==> config.mk <==
export PLATFORM = sky130hd
export DESIGN_NAME = ialu_back
export DESIGN_NICKNAME = d
export VERILOG_FILES = /design/src/hw/rtl/ialu_pkg.sv /design/src/hw/rtl/ialu_back.sv
export SDC_FILE = /design/constraint.sdc
export NUM_CORES = 2
export LEC_CHECK = 0
export BUFFER_PORTS_ARGS = -buffer_cell sky130_fd_sc_hd__buf_2
export CAP_MARGIN = 40
export CORE_MARGIN = 5
export CORE_UTILIZATION = 65
export DETAILED_ROUTE_END_ITERATION = 7
export PLACE_DENSITY = 0.91
export SETUP_SLACK_MARGIN = 0.4
export SLEW_MARGIN = 20
export SYNTH_ARGS = -nofsm -noshare
export SYNTH_HDL_FRONTEND = slang
export SYNTH_SLANG_ARGS = --single-unit
==> constraint.sdc <==
create_clock -name clk -period 24 [get_ports clk]
set_input_delay 2.4 -clock clk [delete_from_list [all_inputs] [get_ports clk]]
set_output_delay 2.4 -clock clk [all_outputs]
set_load 0.01 [all_outputs]
==> src/hw/rtl/ialu_pkg.sv <==
// ----------------------------------------------------------------------------
// ialu_pkg
// Shared types and constants for the 64-bit integer ALU.
// ----------------------------------------------------------------------------
package ialu_pkg;

    localparam int DATA_WIDTH_DEF = 64;
    localparam int FUNC_W         = 4;
    localparam int PORT_W         = 64;
    localparam int QUEUE_DEPTH    = 4;

    typedef enum logic [FUNC_W-1:0] {
        OP_ADD  = 4'd0,
        OP_SUB  = 4'd1,
        OP_MUL  = 4'd2,
        OP_REM  = 4'd3,
        OP_FDIV = 4'd4,
        OP_AND  = 4'd5,
        OP_OR   = 4'd6,
        OP_XOR  = 4'd7,
        OP_SHL  = 4'd8,
        OP_SHR  = 4'd9,
        OP_NOT  = 4'd10,
        OP_NEG  = 4'd11
    } op_t;

    // Operation class chosen by the front end
    typedef enum logic [1:0] {
        CLS_LOGIC = 2'd0,
        CLS_MUL   = 2'd1,
        CLS_DIV   = 2'd2
    } cls_t;

endpackage

==> src/hw/rtl/ialu_back.sv <==
// ----------------------------------------------------------------------------
// ialu_back
// Execute one queued item: pass a front-end result through, three-step multiply
// by half-width partial products, or a radix-2 signed divider, one quotient bit per cycle.
// ----------------------------------------------------------------------------
module ialu_back
    import ialu_pkg::*;
#(
    parameter int DATA_WIDTH = DATA_WIDTH_DEF
)
(
    input  logic                  clk,
    input  logic                  rst_n,
    input  logic                  go,
    input  cls_t                  cls,
    input  logic                  is_rem,
    input  logic [DATA_WIDTH-1:0] a,
    input  logic [DATA_WIDTH-1:0] b,
    input  logic [DATA_WIDTH-1:0] quick,
    output logic                  idle,
    output logic                  done,
    output logic [DATA_WIDTH-1:0] res,
    output logic                  dz
);

    localparam int W  = DATA_WIDTH;
    localparam int H  = (W + 1) / 2;
    localparam int CW = $clog2(W + 1);

    typedef enum logic [2:0] { S_IDLE, S_MUL1, S_MUL2, S_MUL3, S_DIV, S_FIN } st_t;

    st_t             st_reg, st_next;
    logic [CW-1:0]   cnt_reg, cnt_next;
    logic [W-1:0]    q_reg, q_next;
    logic [W-1:0]    r_reg, r_next;
    logic [W-1:0]    d_reg, d_next;
    logic [W-1:0]    a_reg, a_next;
    logic [W-1:0]    b_reg, b_next;
    logic [W-1:0]    p_reg, p_next;
    logic            sa_reg, sa_next, sb_reg, sb_next, rem_reg, rem_next;
    logic [W:0]      trial;
    logic [W-1:0]    r_sh;
    logic [W-1:0]    qf, rf;
    logic [H-1:0]    mul_x, mul_y;
    logic [2*H-1:0]  pp;

    // Hold state and datapath
    always_ff @(posedge clk or negedge rst_n)
    begin
        if (!rst_n)
        begin
            st_reg <= S_IDLE;
        end
        else
        begin
            st_reg <= st_next;
        end
    end

    always_ff @(posedge clk)
    begin
        cnt_reg <= cnt_next;
        q_reg   <= q_next;
        r_reg   <= r_next;
        d_reg   <= d_next;
        a_reg   <= a_next;
        b_reg   <= b_next;
        p_reg   <= p_next;
        sa_reg  <= sa_next;
        sb_reg  <= sb_next;
        rem_reg <= rem_next;
    end

    // Sequence the item
    always_comb
    begin
        st_next  = st_reg;
        cnt_next = cnt_reg;
        q_next   = q_reg;
        r_next   = r_reg;
        d_next   = d_reg;
        a_next   = a_reg;
        b_next   = b_reg;
        p_next   = p_reg;
        sa_next  = sa_reg;
        sb_next  = sb_reg;
        rem_next = rem_reg;
        idle     = 1'b0;
        done     = 1'b0;
        res      = p_reg;
        dz       = 1'b0;
        r_sh     = {r_reg[W-2:0], q_reg[W-1]};
        trial    = {1'b0, r_sh} - {1'b0, d_reg};
        qf       = '0;
        rf       = '0;
        // Pick the half-width operands for this multiply step
        mul_x    = (st_reg == S_MUL3) ? H'(a_reg[W-1:H]) : a_reg[H-1:0];
        mul_y    = (st_reg == S_MUL2) ? H'(b_reg[W-1:H]) : b_reg[H-1:0];
        pp       = mul_x * mul_y;
        case (st_reg)
            S_IDLE:
            begin
                idle = 1'b1;
                if (go)
                begin
                    a_next   = a;
                    b_next   = b;
                    rem_next = is_rem;
                    sa_next  = a[W-1];
                    sb_next  = b[W-1];
                    case (cls)
                        CLS_MUL:
                        begin
                            p_next  = '0;
                            st_next = S_MUL1;
                        end
                        CLS_DIV:
                        begin
                            q_next   = a[W-1] ? (~a + 1'b1) : a;
                            d_next   = b[W-1] ? (~b + 1'b1) : b;
                            r_next   = '0;
                            cnt_next = CW'(W);
                            st_next  = S_DIV;
                        end
                        default:
                        begin
                            p_next  = quick;
                            st_next = S_FIN;
                        end
                    endcase
                end
            end
            S_MUL1:
            begin
                // Low half of a times low half of b
                p_next  = pp[W-1:0];
                st_next = S_MUL2;
            end
            S_MUL2:
            begin
                // Add low a times high b, shifted
                p_next  = p_reg + (pp[W-1:0] << H);
                st_next = S_MUL3;
            end
            S_MUL3:
            begin
                // Add high a times low b, shifted
                p_next  = p_reg + (pp[W-1:0] << H);
                st_next = S_FIN;
            end
            S_DIV:
            begin
                if (d_reg == '0)
                begin
                    done    = 1'b1;
                    res     = '0;
                    dz      = 1'b1;
                    st_next = S_IDLE;
                end
                else
                begin
                    // One restoring step
                    q_next = {q_reg[W-2:0], ~trial[W]};
                    r_next = trial[W] ? r_sh : trial[W-1:0];
                    cnt_next = cnt_reg - 1'b1;
                    if (cnt_reg == CW'(1))
                    begin
                        st_next = S_FIN;
                    end
                end
                if (cnt_reg == '0)
                begin
                    st_next = S_FIN;
                end
            end
            S_FIN:
            begin
                done    = 1'b1;
                st_next = S_IDLE;
                qf = q_reg;
                rf = r_reg;
                if (cnt_reg == '0 && d_reg != '0)
                begin
                    if (rem_reg)
                    begin
                        res = sa_reg ? (~rf + 1'b1) : rf;
                    end
                    else if (sa_reg != sb_reg)
                    begin
                        res = ~(qf + (rf != '0 ? W'(1) : W'(0))) + 1'b1;
                    end
                    else
                    begin
                        res = qf;
                    end
                end
                if (cnt_reg == '0)
                begin
                    cnt_next = CW'(W);
                end
            end
            default:
            begin
                st_next = S_IDLE;
            end
        endcase
        // Non-divide paths leave cnt nonzero so FIN picks p_reg
        if (st_reg == S_IDLE && go && cls != CLS_DIV)
        begin
            cnt_next = CW'(W);
        end
    end

endmodule

Word level (Yosys, flattened, before mapping). Index checks and enable logic that the tools add are counted.

Add/subtract/negate cells: 8. Multiply operators: 1. Equality and inequality tests: 16. Mux-type cells: 38. Bitwise logic cells: 5. Reductions and logical operators: 18.

Operators with widths (count): $mux W64 (14); $pmux W64 S2 (4); $add A64 B1 Y64 const B (4); $not A64 Y64 (4); $pmux W64 S3 (1); $reduce_bool A64 Y1 (2); $sub A64 B64 Y65 (1); $add A64 B1 Y64 (1); $add A64 B64 Y64 (1); $logic_not A64 Y1 (1); $mul A32 B32 Y64 (1); $mux W32 (2); $mux W63 (1); $mux W7 (4); $pmux W7 S3 (1); $pmux W3 S5 (1); $mux W3 (4); $ne A2 B2 Y1 const B (5); $eq A7 B1 Y1 const B (1); $logic_not A7 Y1 (1); $sub A7 B1 Y7 const B (1); $eq A3 B2 Y1 const B (2); $eq A3 B3 Y1 const B (2); $pmux W3 S2 (1); 18 further kinds (26).

Flip-flop bits (word level): 397. Input bits: 198. Logic and storage cells: 98.

Longest topological paths before layout.
Depth in word-level cells: 9. Gate-level depth with buffers: 41. Gate-level depth less buffers: 37.

Least setup slack after synthesis. OpenSTA, ideal clock, no wires.

Path type: input -> register. From: input cls[0]. To: register q_reg[0], enable pin. Library setup time: 0.772 ns. Data arrival time: 11.496 ns. Required time: 23.228 ns. Path slack: 11.732 ns. Stages on the path: 4. Path buffers: 0. Cell sequence: nand2b_1 nor3b_1 a21oi_1 nor3_1.

Longest elaborated chain between the ends: 3.

RTL lines: start: declaration (RTL line ialu_back.sv:15) `input cls_t cls,`; $eq A2 B2 Y1 (RTL line ialu_back.sv:111) `case (cls)`; $ne A2 B1 Y1 (no line); $reduce_and A4 Y1 (no line); end signal: assignment (RTL line ialu_back.sv:63) `q_reg <= q_next;`; end: declaration (RTL line ialu_back.sv:34) `logic [W-1:0] q_reg, q_next;`.

No other way between the ends. A chain may end at the register's enable or synchronous reset.

Final worst setup path.
From: register r_reg[2]. To: output res[43].

Longest elaborated chain between the ends: 9. Elaborated cells between the ends (all ways): 12. Those cells by class: add/sub: 3; mux: 6; bitwise: 2; reduce/logical: 1.

RTL lines: start: declaration (RTL line ialu_back.sv:35) `logic [W-1:0] r_reg, r_next;`; start signal: assignment (RTL line ialu_back.sv:64) `r_reg <= r_next;`; $reduce_bool A64 Y1 (RTL line ialu_back.sv:190) `res = ~(qf + (rf != '0 ? W'(1) : W'(0))) + 1'b1;`; $mux W1 (RTL line ialu_back.sv:190); $add A64 B1 Y64 (RTL line ialu_back.sv:190); $not A64 Y64 (RTL line ialu_back.sv:190); $add A64 B1 Y64 (RTL line ialu_back.sv:190); $mux W64 (RTL line ialu_back.sv:188) `else if (sa_reg != sb_reg)`; $mux W64 * (RTL line ialu_back.sv:184) `if (rem_reg)`; $mux W64 * (RTL line ialu_back.sv:182) `if (cnt_reg == '0 && d_reg != '0)`; $pmux W64 S2 * (RTL line ialu_back.sv:100) `case (st_reg)`; end: declaration (RTL line ialu_back.sv:22) `output logic [DATA_WIDTH-1:0] res,`.

Every way passes the cells marked *; elsewhere a longest branch is shown, timed or not.

==> flow_summary.yaml <==
timing:
  fin_crit_sh_pct: 49.31
  fmax_mhz: 84.50
  worst_pin_slew_ps: 1001
  fin_skew_ps: 22.67
  setup_tns_ps: 0
  hold_violations: 0
  layout_min_cycle_time_ps: 11830
  setup_viol: 0
  slew_headroom_pct: 32.78
  finalMaxSlewViolations: 0
  rsz0062_at_grt: "false"
placement:
  place_hpwl_mm: 191.1
  portBuffers: 264
  globalplace.congestion: 1.070
clocking:
  numCtsBuffers: 43
  clk_pin_slew_ps: 60
  hold_buffers: 0
  cts_tree: "yes"
  clock_latency_ps: 610
  cts.sinks: 395
  cts_resized: 0
  cts.htree.levels: 2
  cts_buffer_depth: 3
  cts_root_buffer: "clkbuf_16"
  cts_setup_buffers: 0
critical_path:
  crit_chain: "or3_1, or3b_1, or3_1, or3_1, or3_1, or4_1, or2_1, or3_1, ha_1, ha_1, nand3_1, mux2_2, o22ai_1, nand4_1, nor4b_1, nor3b_1, buf_4, and2_1, o2111ai_1, xor2_1, nor2_1, xnor2_1, o21ai_0, buf_2"
  crit_slowest_cell: "nor4b_1"
  cp_slowest_stage_delay_ps: 670
  crit_type: "reg -> out"
  endpoint_kind: "output pin"
  arrival_ps: 9430
  crit_path_frequent_cell: "or3_1"
  path_buf_inv: 2
  cp_max_fo: 9
  required_ps: 21600
  path_delay_family: "simple AND/OR/NAND/NOR gates"
  cp-start-kind: "register"
global_routing:
  grtUsageTotal_pct: 46.48
  grt_pass1_wl_mm: 351.1
  grt_pass1_vias: 55120
  antenna_found_initial: 20
  gr-total-overflow: 0
  grt_max_degree: 103
detailed_routing:
  detail_route.iter0.violations: 8594
  vias_per_cell: 6.669
  remaining_drc_errors: 4
  antenna_left: 0
  firstDrtPassIters: 8
  vias: 55220
  wl_per_cell_um: 29.09
  wl_mm: 240.8
floorplanning:
  die_w_um: 318.1
  rows: 113
  die_area_um2: 101200
  die_h_um: 318.1
  io-pin-count: 265
  core_um2: 94590
  start_util_pct: 65.24
synthesis:
  synth-edff-count: 385
  synth_seq_cells: 395
  synth_cells: 6884
  ys_types: 80
  synth_warnings: 0
  avgSynthCellArea_um2: 8.963
  synth.net_count: 8346
  ys_seq_area_share_pct: 19.09
  ys_async_sr_fraction_pct: 0.7595
  syn_area_um2: 61700
  synth_flop_cell: "edfxtp_1"
cells_and_area:
  finalNetCount: 8424
  final_cell_mix: "inv_1, nand2_1, fa_1"
  area_growth_pct: 7.125
  drive_gt1_share_pct: 8.692
  layout_commonest_cell: "inv_1"
worst_hold_path:
  hp-class: "reg -> reg"
job:
  maxCapViolCount: 0
outcome:
  violations: "design-rule violations"
  status: "finished with violations"
-- path summary, 6_finish.rpt --
| kind | from | to | slack [ps] | cells past startpoint |
|---|---|---|---|---|
| min reg2reg | cnt_reg[1] | cnt_reg[1] | 520 | 2 |
| min | cnt_reg[1] | cnt_reg[1] | 520 | 2 |
| max | r_reg[2] | res[43] | 12170 | 24 |
| max reg2reg | st_reg[1] | p_reg[56] | 12700 | 37 |
| max in group asynchronous | rst_n | st_reg[0] | 22270 | 1 |
| min in group asynchronous | rst_n | st_reg[2] | 1600 | 1 |
-- Yosys cell counts (8+ instances only) --
library cell / count / area [um^2]
inv_1: 979 / 3675
nand2_1: 956 / 3588
fa_1: 898 / 17980
nor2_1: 624 / 2342
edfxtp_1: 385 / 11560
ha_1: 366 / 4579
o21ai_0: 343 / 1717
clkbuf_1: 328 / 1231
xnor2_1: 274 / 2400
a21oi_1: 219 / 1096
xor2_1: 162 / 1419
mux2i_1: 109 / 1091
a21o_1: 94 / 705.7
nand3_1: 92 / 460.4
nand4_1: 82 / 513.0
mux2_2: 64 / 720.7
nor3_1: 62 / 310.3
o31ai_1: 62 / 465.5
or3_1: 54 / 337.8
a22oi_1: 50 / 375.4
nor4_1: 48 / 300.3
a211oi_1: 45 / 337.8
and3_1: 45 / 281.5
nand2b_1: 45 / 281.5
and2_1: 40 / 250.2
a22o_1: 35 / 306.5
or4_1: 35 / 262.8
o41ai_1: 31 / 271.5
o21a_1: 30 / 225.2
a31oi_1: 25 / 156.4
o21bai_1: 25 / 187.7
buf_1: 20 / 75.07
nor2b_1: 20 / 125.1
or2_2: 19 / 118.9
o211ai_1: 15 / 112.6
o22ai_1: 15 / 93.84
a31o_2: 12 / 105.1
and4_1: 12 / 105.1
a41oi_1: 9 / 78.83
buf_2: 9 / 45.04
o21ai_1: 9 / 45.04
a221o_1: 8 / 80.08
o221ai_1: 8 / 70.07
-- layout make-up --
cell class | instances | area [um^2]
multi-input cells | 5152 | 45140
fillers | 7162 | 28490
flip-flops and latches | 395 | 11780
inverters | 979 | 3677
repair buffers | 391 | 2519
well taps | 1265 | 1583
clock buffers | 52 | 1110
clock inverters | 26 | 250.2
diodes | 20 | 50.05
-- cell families after synthesis --
family	Yosys count	share of synthesized area (%)
simple gates	2173	15.59
buf+inv	1337	8.154
fa+ha+maj	1264	36.56
compound gates	1106	11.49
xor+xnor	436	6.189
flops	395	19.09
mux	173	2.936
-- through the flow --
| step | utilization (%) | setup WS (ps) | cell area (um^2) | hold WS, ps | cells |
|---|---|---|---|---|---|
| after global placement | 67.88 | 12510 | 64210 | 465.1 | 8151 |
| after global routing | 69.84 | 11760 | 66060 | 557.7 | 8264 |
| after CTS | 69.64 | 12310 | 65870 | 514.1 | 8251 |
| final | 69.88 | 12170 | 66100 | 518.1 | 8280 |
| after floorplan | - | 11730 | 61700 | 454.4 | 6884 |
| after detailed placement | 68.20 | 12770 | 64510 | 502.0 | 8173 |
-- tightest hold or removal path, cell delays in order (launching register included) --
cell	delay [ps]
dfxtp_1	330
a21oi_1	70
nor2_1	80
-- per-layer routing --
layer  vias up  GRT usage (%)  wire length [um]
li1      22880              -                 -
met1     26600          59.86             81550
met2      4593          66.90            100300
met3      1133          16.77             38400
met4        14          29.69             20480
met5         -              0               119
Power is left out: the tool's default activity adds up to more than one toggle a clock period on the data nets, which glitch-free logic cannot reach.
